<file path="src/sv/sccp_pkg.sv">
package sccp_pkg;

    localparam int COORD_BITS_DEF = 20;

    // limb width of the split wide multipliers
    localparam int MUL_LIMB = 32;

    localparam int REG_IDX_W   = 3;
    localparam int IN_TUSER_W  = 3;
    localparam int OUT_TDATA_W = 8;
    localparam int OUT_TUSER_W = 1;

    // input tuser bit positions
    localparam int TU_REMOVED = 0;
    localparam int TU_SHOWN   = 1;
    localparam int TU_TOP     = 2;

    typedef enum logic [REG_IDX_W-1:0] {
        REG_CENTER_X,
        REG_CENTER_Y,
        REG_CENTER_Z,
        REG_PRIOR_X,
        REG_PRIOR_Y,
        REG_PRIOR_Z,
        REG_RADIUS,
        REG_SHELL
    } t_reg_idx;

    typedef struct packed {
        logic removed;
        logic shown;
        logic top;
        logic sweep;
        logic dot_pos;
    } t_flags;

endpackage

</file>
<file path="src/sv/sccp_mul.sv">
module sccp_mul import sccp_pkg::*; #(
    parameter int A_W = 8,
    parameter int B_W = 8
) (
    input  logic               i_clk,
    input  logic               i_en,
    input  logic [A_W-1:0]     i_a,
    input  logic [B_W-1:0]     i_b,
    output logic [A_W+B_W-1:0] o_p
);

    localparam int NA    = (A_W + MUL_LIMB - 1) / MUL_LIMB;
    localparam int NB    = (B_W + MUL_LIMB - 1) / MUL_LIMB;
    localparam int SUM_W = (NA + NB) * MUL_LIMB;

    logic [NA*MUL_LIMB-1:0] a_pad;
    logic [NB*MUL_LIMB-1:0] b_pad;
    logic [2*MUL_LIMB-1:0]  n_pp [NA][NB];
    logic [2*MUL_LIMB-1:0]  r_pp [NA][NB];
    logic [SUM_W-1:0]       n_sum;
    logic [A_W+B_W-1:0]     r_p;

    assign a_pad = (NA*MUL_LIMB)'(i_a);
    assign b_pad = (NB*MUL_LIMB)'(i_b);

    // limb by limb partial products, registered in r_pp
    always_comb begin
        for (int i = 0; i < NA; i++) begin
            for (int j = 0; j < NB; j++) begin
                n_pp[i][j] = (2*MUL_LIMB)'(a_pad[i*MUL_LIMB +: MUL_LIMB])
                           * (2*MUL_LIMB)'(b_pad[j*MUL_LIMB +: MUL_LIMB]);
            end
        end
    end

    // shifted sum of the registered partials, registered in r_p
    always_comb begin
        n_sum = '0;
        for (int i = 0; i < NA; i++) begin
            for (int j = 0; j < NB; j++) begin
                n_sum = n_sum + (SUM_W'(r_pp[i][j]) << ((i + j) * MUL_LIMB));
            end
        end
    end

    always_ff @(posedge i_clk) begin
        if (i_en) begin
            r_pp <= n_pp;
            r_p  <= n_sum[A_W+B_W-1:0];
        end
    end

    assign o_p = r_p;

endmodule

</file>
<file path="config.mk">
export PLATFORM = sky130hd
export DESIGN_NAME = sccp_mul
export DESIGN_NICKNAME = d
export VERILOG_FILES = /design/src/sv/sccp_pkg.sv /design/src/sv/sccp_mul.sv
export SDC_FILE = /design/constraint.sdc
export NUM_CORES = 1
export LEC_CHECK = 0
export BUFFER_PORTS_ARGS = -buffer_cell sky130_fd_sc_hd__buf_2
export CAP_MARGIN = 20
export CORE_MARGIN = 2
export CORE_UTILIZATION = 54
export DETAILED_ROUTE_END_ITERATION = 7
export MAX_ROUTING_LAYER = met4
export PLACE_DENSITY = 0.74
export SETUP_SLACK_MARGIN = 0.4
export SKIP_CTS_REPAIR_TIMING = 1
export SYNTH_ARGS = -nofsm -noshare
export SYNTH_HDL_FRONTEND = slang
export SYNTH_SLANG_ARGS = --single-unit
</file>
<file path="constraint.sdc">
create_clock -name i_clk -period 10.08 [get_ports i_clk]
set_input_delay 0.504 -clock i_clk [delete_from_list [all_inputs] [get_ports i_clk]]
set_output_delay 0.504 -clock i_clk [all_outputs]
set_load 0.01 [all_outputs]
</file>
==> flow_metrics.env, run 1 <==
export IMPL_max_slew_worst_pin_slew_ns=0.659
export IMPL_worstSkewPairLatency_ns=0.27
export IMPL_ios=34
export IMPL_cts_path_max_buffers=2
export IMPL_synthesis_to_finish_area_growth_pct=10.8
export IMPL_yosysWarnings=0
export IMPL_timing_final_hold_violations=0
export IMPL_power_ir_vdd_worst_v=0.000101
export IMPL_sink_count=32
export IMPL_antenna_found_initial=0
export IMPL_unrepaired_setup_endpoints_after_global_routing="false"
export IMPL_final_period_minus_worst_setup_slack_ns=4.23
export IMPL_synth_yosys_seq_area_share_pct=31.3
export IMPL_route_final_wire_length_um=5120
export IMPL_grt_util_all_layers_pct=19.0
export IMPL_cts_made_buffers=5
export IMPL_synth_net_count=365
export IMPL_routabilityCongestion=0.869
export IMPL_fmax_mhz=236
export IMPL_drv_cap=0
export IMPL_grt_first_pass_wirelength_um=9050
export IMPL_endpoint_kind="flip-flop"
export IMPL_final_hold_worst_slack_ns=0.414
export IMPL_largest_net_degree_at_the_start_of_global_routing=33
export IMPL_timing_final_crit_share_pct=42.0
export IMPL_cp_data_required_time_ns=10.10
export IMPL_cp_data_arrival_time_ns=4.25
export IMPL_routed_via_count=1952
export IMPL_insertedDiodeCount=0
export IMPL_cts_tree="done"
export IMPL_finish_net_count=405
export IMPL_p_leak_nw=1.65
export IMPL_final_fill_count=470
export IMPL_power_mw=0.657
export IMPL_worstSetupStartpointType="input pin"
export IMPL_antenna_violating_nets_remaining=0
export IMPL_std_cell_rows=27
export IMPL_routed_wire_length_per_instance_um=13.2
export IMPL_powerDensity_nw_per_um2=193
export IMPL_report_final_slew_viol_count=0
export IMPL_ys_ff_latch=32
export IMPL_fin_worst_skew_ns=0.00311
export IMPL_finalSetupViolations=0
export IMPL_relSlewSlack_pct=56.0
export IMPL_synth_cell_types=29
export IMPL_critPathMaxFanout=8
export IMPL_clock_root_buffer="sky130_fd_sc_hd__clkbuf_8"
export IMPL_path_class="input pin to flip-flop"
export IMPL_synthesized_netlist_cell_count=275
export IMPL_clk_transition_reported_paths_ns=0.06
export IMPL_layout_setup_ws_ns=5.85
export IMPL_layout_drive_gt1_share_pct=14.0
export IMPL_place_detailed_hpwl_um=4320
export IMPL_total_number_of_h_tree_levels=2
export IMPL_final_layout_setup_total_negative_slack_ns=0
export IMPL_pre_antenna_drt_iters=4
export IMPL_aggregate_global_routing_overflow=0
export IMPL_hold_path_class="flip-flop to flip-flop"
export IMPL_post_route_drc_count=0
export IMPL_chipHeight_um=79.4
export IMPL_placement_setup_worst_slack_ns=5.57
export IMPL_outcome="finished clean"
export IMPL_floorplan_die_width_um=79.4
export IMPL_first_global_vias=1970
export IMPL_cell_area_after_synthesis_um2=3070
export IMPL_multi_input_comb_area_um2=1920
export IMPL_syn_avg_cell_area_um2=11.2
export IMPL_design_core_area_um2=5510
export IMPL_die_area_um2=6300
export IMPL_floorplan_initialDensity_pct=55.7
export IMPL_drt_first_iter_violations=103
export IMPL_sequential_cell_area_um2=961
export IMPL_place_port_buffers=33
export IMPL_drt_vias_per_instance=5.04
==> metrics by stage <==
stage	utilization, %	cell area [um2]	cells
6_report	61.8	3400	387
5_1_grt	61.8	3400	387
4_1_cts	61.8	3400	387
3_5_place_dp	60.3	3320	380
3_3_place_gp	60.3	3320	380
2_1_floorplan	-	3070	275
==> flip-flops by register name, indices dropped and copies added, names as in the netlist <==
signal  count
r_pp       16
o_p        16
==> logic make-up after synthesis <==
family	Yosys count	share of synthesized area (%)
adders and majority gates	72	38.2
DFF	32	31.3
AOI/OAI and AO/OA	23	5.59
and+or+nand+nor	88	15.8
xor gates and xnor gates	11	3.14
buffers and inverters	49	6.00
==> layout by cell type (no fill, tap or decap), drive strengths merged <==
master and n:
inv 49, and2 48, fa 36, ha 36, buf 33, edfxtp 32
nand2 23, xnor2 7, nor2 6, clkbuf 6, a21oi 5, o21a 4
xor2 4, a211o 3, and3 3, o21ai 3, nor3 2, nor2b 2
o211ai 2, a21o 1, a221oi 1, nand3 1, o22a 1, or4 1
o311ai 1, a211oi 1, a31oi 1, nor4 1, nor3b 1, clkinv 1
==> per-layer routing <==
layer / global-route usage [%] / vias to the layer above / wire (um)
met2: 31.9 / 43 / 2440
met1: 25.0 / 932 / 2460
li1: - / 970 / -
met5: - / - / 0
met3: 1.81 / 7 / 150
met4: 5.52 / 0 / 73
==> worst paths after layout <==
kind | start | end | slack [ns] | cells after the start
worst min-delay path | r_pp[15]$_DFFE_PP_ | o_p[15]$_DFFE_PP_ | 0.41 | 0
worst min register to register | r_pp[15]$_DFFE_PP_ | o_p[15]$_DFFE_PP_ | 0.41 | 0
worst max register to register | r_pp[0]$_DFFE_PP_ | o_p[0]$_DFFE_PP_ | 9.43 | 0
worst max-delay path | i_b[4] | r_pp[11]$_DFFE_PP_ | 5.85 | 16
==> cell usage after synthesis <==
| master | number | area, um2 |
|---|---|---|
| sky130_fd_sc_hd__inv_1 | 49 | 184 |
| sky130_fd_sc_hd__a211oi_2 | 1 | 12.5 |
| sky130_fd_sc_hd__or4_1 | 1 | 7.51 |
| sky130_fd_sc_hd__o311ai_0 | 1 | 8.76 |
| sky130_fd_sc_hd__ha_1 | 36 | 450 |
| sky130_fd_sc_hd__o21a_1 | 4 | 30.0 |
| sky130_fd_sc_hd__xnor2_1 | 7 | 61.3 |
| sky130_fd_sc_hd__nor3b_2 | 1 | 12.5 |
| sky130_fd_sc_hd__xor2_1 | 4 | 35.0 |
| sky130_fd_sc_hd__nand3_1 | 1 | 5.00 |
| sky130_fd_sc_hd__nor3_1 | 2 | 10.0 |
| sky130_fd_sc_hd__fa_1 | 36 | 721 |
| sky130_fd_sc_hd__a31oi_1 | 1 | 6.26 |
| sky130_fd_sc_hd__a21o_2 | 1 | 8.76 |
| sky130_fd_sc_hd__a21oi_1 | 5 | 25.0 |
| sky130_fd_sc_hd__o22a_1 | 1 | 8.76 |
| sky130_fd_sc_hd__nor2b_1 | 2 | 12.5 |
| sky130_fd_sc_hd__nand2_1 | 23 | 86.3 |
| sky130_fd_sc_hd__o21ai_0 | 1 | 5.00 |
| sky130_fd_sc_hd__a221oi_2 | 1 | 15.0 |
| sky130_fd_sc_hd__and3_1 | 3 | 18.8 |
| sky130_fd_sc_hd__and2_1 | 47 | 294 |
| sky130_fd_sc_hd__o21ai_1 | 2 | 10.0 |
| sky130_fd_sc_hd__nor4_1 | 1 | 6.26 |
| sky130_fd_sc_hd__o211ai_1 | 2 | 15.0 |
| sky130_fd_sc_hd__and2_4 | 1 | 8.76 |
| sky130_fd_sc_hd__nor2_1 | 6 | 22.5 |
| sky130_fd_sc_hd__a211o_1 | 3 | 26.3 |
| sky130_fd_sc_hd__edfxtp_1 | 32 | 961 |
==> report_power, final <==
group	switching, mW	internal, mW	total (mW)	leakage (nW)
clock	0.0392	0.0467	0.0859	0.0410
sequential	0.00990	0.209	0.219	0.312
combinational	0.191	0.161	0.352	1.30
total	0.240	0.417	0.657	1.65
==> cell type report <==
type / count / area share, %
multi-input combinational: 194 / 56.5
sequential: 32 / 28.3
inverter: 49 / 5.41
timing repair buffer: 33 / 4.86
tap: 72 / 2.65
clock buffer: 6 / 2.13
clock inverter: 1 / 0.147
==> critical path, cell delays in order <==
cell and delay [ns]:
sky130_fd_sc_hd__buf_2 0.14, sky130_fd_sc_hd__and2_1 0.18, sky130_fd_sc_hd__fa_1 0.53, sky130_fd_sc_hd__inv_1 0.05, sky130_fd_sc_hd__fa_1 0.47, sky130_fd_sc_hd__inv_1 0.05
sky130_fd_sc_hd__fa_1 0.52, sky130_fd_sc_hd__inv_1 0.05, sky130_fd_sc_hd__fa_1 0.53, sky130_fd_sc_hd__inv_1 0.05, sky130_fd_sc_hd__ha_1 0.34, sky130_fd_sc_hd__and2_4 0.17
sky130_fd_sc_hd__a221oi_2 0.24, sky130_fd_sc_hd__nand2_1 0.12, sky130_fd_sc_hd__a31oi_1 0.21, sky130_fd_sc_hd__xnor2_1 0.09
Power figures use the tool's default switching activity.
==> run 2: changes to the inputs <==
--- a/config.mk
+++ b/config.mk
@@ -11,7 +11,7 @@
 export CORE_UTILIZATION = 54
 export DETAILED_ROUTE_END_ITERATION = 7
 export MAX_ROUTING_LAYER = met4
-export PLACE_DENSITY = 0.74
+export PLACE_DENSITY = 0.77
 export SETUP_SLACK_MARGIN = 0.4
 export SKIP_CTS_REPAIR_TIMING = 1
 export SYNTH_ARGS = -nofsm -noshare
==> constraint.sdc (replaced) <==
create_clock -name i_clk -period 3.65 [get_ports i_clk]
set_input_delay 0.1825 -clock i_clk [delete_from_list [all_inputs] [get_ports i_clk]]
set_output_delay 0.1825 -clock i_clk [all_outputs]
set_load 0.01 [all_outputs]
==> run 2 against run 1 <==
Count of clock-buffer cells in the layout decreased by 1. Via count increased by 9.8%. Sequential share of layout area fell by 3.9 points. Hold slack got worse by 0.10 ns. Critical endpoint unchanged. Clock skew is 0.0059 ns higher. Final area increased by 16%.
==> flow_metrics.env, run 2 (same netlist as run 1, synthesis figures left out) <==
export IMPL_endpoint_kind="flip-flop"
export IMPL_design_core_area_um2=5510
export IMPL_powerDensity_nw_per_um2=578
export IMPL_chipHeight_um=79.4
export IMPL_mostFrequentLayoutCells="sky130_fd_sc_hd__inv_1 (46), sky130_fd_sc_hd__buf_4 (40), sky130_fd_sc_hd__and2_1 (38)"
export IMPL_sequential_cell_area_um2=961
export IMPL_antenna_found_initial=0
export IMPL_routed_via_count=2143
export IMPL_place_detailed_hpwl_um=4920
export IMPL_cp_data_required_time_ns=3.67
export IMPL_drt_vias_per_instance=5.03
export IMPL_report_final_slew_viol_count=0
export IMPL_fin_worst_skew_ns=0.00897
export IMPL_p_leak_nw=1.89
export IMPL_relSlewSlack_pct=55.8
export IMPL_timing_final_crit_share_pct=98.1
export IMPL_topRoutingLayerUsed="met4"
export IMPL_crit_path_top_delay_cell="sky130_fd_sc_hd__fa_1"
export IMPL_insertedDiodeCount=0
export IMPL_path_class="input pin to flip-flop"
export IMPL_antenna_violating_nets_remaining=0
export IMPL_largest_net_degree_at_the_start_of_global_routing=33
export IMPL_final_layout_setup_total_negative_slack_ns=0
export IMPL_timing_final_hold_violations=0
export IMPL_std_cell_rows=27
export IMPL_clk_transition_reported_paths_ns=0.06
export IMPL_unrepaired_setup_endpoints_after_global_routing="true"
export IMPL_met3_wirelength_um=110
export IMPL_finish_net_count=444
export IMPL_worstSkewPairLatency_ns=0.27
export IMPL_post_layout_nonfiller_instances=426
export IMPL_first_global_vias=2190
export IMPL_die_area_um2=6300
export IMPL_fmax_mhz=279
export IMPL_multi_input_comb_area_um2=2090
export IMPL_drt_first_iter_violations=55
export IMPL_final_fill_count=408
export IMPL_floorplan_initialDensity_pct=55.7
export IMPL_met2WireLength_um=3180
export IMPL_worst_path_most_repeated_cell="sky130_fd_sc_hd__fa_1"
export IMPL_hold_path_class="input pin to flip-flop"
export IMPL_outcome="finished clean"
export IMPL_mostFrequentLayoutCell="sky130_fd_sc_hd__inv_1"
export IMPL_cp_data_arrival_time_ns=3.61
export IMPL_place_port_buffers=33
export IMPL_post_route_drc_count=0
export IMPL_finalSetupViolations=0
export IMPL_power_ir_vdd_worst_v=0.000300
export IMPL_drv_cap=0
export IMPL_final_util_pct=71.6
export IMPL_critPathMaxFanout=4
export IMPL_total_number_of_h_tree_levels=2
export IMPL_final_period_minus_worst_setup_slack_ns=3.58
export IMPL_layout_drive_gt1_share_pct=33.3
export IMPL_critical_path_max_stage_delay_ns=0.53
export IMPL_power_mw=2.28
export IMPL_cts_tree="done"
export IMPL_clock_root_buffer="sky130_fd_sc_hd__clkbuf_8"
export IMPL_max_slew_worst_pin_slew_ns=0.663
export IMPL_routed_wire_length_per_instance_um=13.8
export IMPL_aggregate_global_routing_overflow=0
export IMPL_ios=34
export IMPL_m1WireLength_um=2510
export IMPL_sink_count=32
export IMPL_synthesis_to_finish_area_growth_pct=28.6
export IMPL_cts_path_max_buffers=2
export IMPL_placed_cells=417
export IMPL_routabilityCongestion=0.842
export IMPL_pre_antenna_drt_iters=4
export IMPL_cts_made_buffers=5
export IMPL_grt_first_pass_wirelength_um=9420
export IMPL_worstSetupStartpointType="input pin"
export IMPL_floorplan_die_width_um=79.4
export IMPL_critical_path_cell_chain="buf_8, and2_4, fa_1, inv_1, fa_1, inv_1, fa_1, inv_1, fa_1, inv_2, ha_4, and2_4, a221oi_4, nand2_1, a31oi_1, xnor2_1"
export IMPL_grt_util_all_layers_pct=20.0
export IMPL_route_final_wire_length_um=5890
[run 2: layout make-up]
class	instances	area share [%]
Clock buffer	5	1.74
Clock inverter	2	0.190
Inverter	49	4.66
Multi-Input combinational cell	194	53.1
Sequential cell	32	24.4
Tap cell	72	2.28
Timing Repair Buffer	72	13.7
[run 2: power breakdown]
part	switching (mW)	total [mW]	internal (mW)
registers	0.0272	0.605	0.578
clock network	0.111	0.237	0.125
logic	0.679	1.44	0.758
[run 2: critical path: cells and delay by family]
| family | cells | cell delay [ns] |
|---|---|---|
| adder cells (fa/ha/maj) | 5 | 2.19 |
| buffers and inverters | 5 | 0.30 |
| XOR/XNOR | 1 | 0.08 |
| AO/OA/AOI/OAI | 2 | 0.44 |
| AND/OR/NAND/NOR | 3 | 0.41 |
[run 2: metal layers]
layer / global-route usage [%] / vias up
li1: - / 1049
met1: 22.9 / 1045
met2: 37.1 / 42
met3: 1.70 / 7
met4: 6.72 / 0
met5: - / -
[run 2: path summary, 6_finish.rpt]
| kind | start | endpoint | slack, ns | cells past startpoint |
|---|---|---|---|---|
| hold / removal | i_b[0] | r_pp[0]$_DFFE_PP_ | 0.31 | 2 |
| hold reg to reg | r_pp[9]$_DFFE_PP_ | o_p[9]$_DFFE_PP_ | 0.42 | 0 |
| setup reg to reg | r_pp[0]$_DFFE_PP_ | o_p[0]$_DFFE_PP_ | 2.99 | 0 |
| setup / recovery | i_a[5] | r_pp[11]$_DFFE_PP_ | 0.07 | 16 |
[run 2: metrics by stage]
stage / instance area [um2] / hold WS, ns / worst slack [ns]
after global routing: 3950 / 0.340 / -0.0406
final: 3950 / 0.310 / 0.0681
after global placement: 3660 / 0.400 / -0.179
after CTS: 3740 / 0.305 / 0.0366
after floorplan: 3130 / 0.295 / 0.0200
after detailed placement: 3660 / 0.408 / -0.252
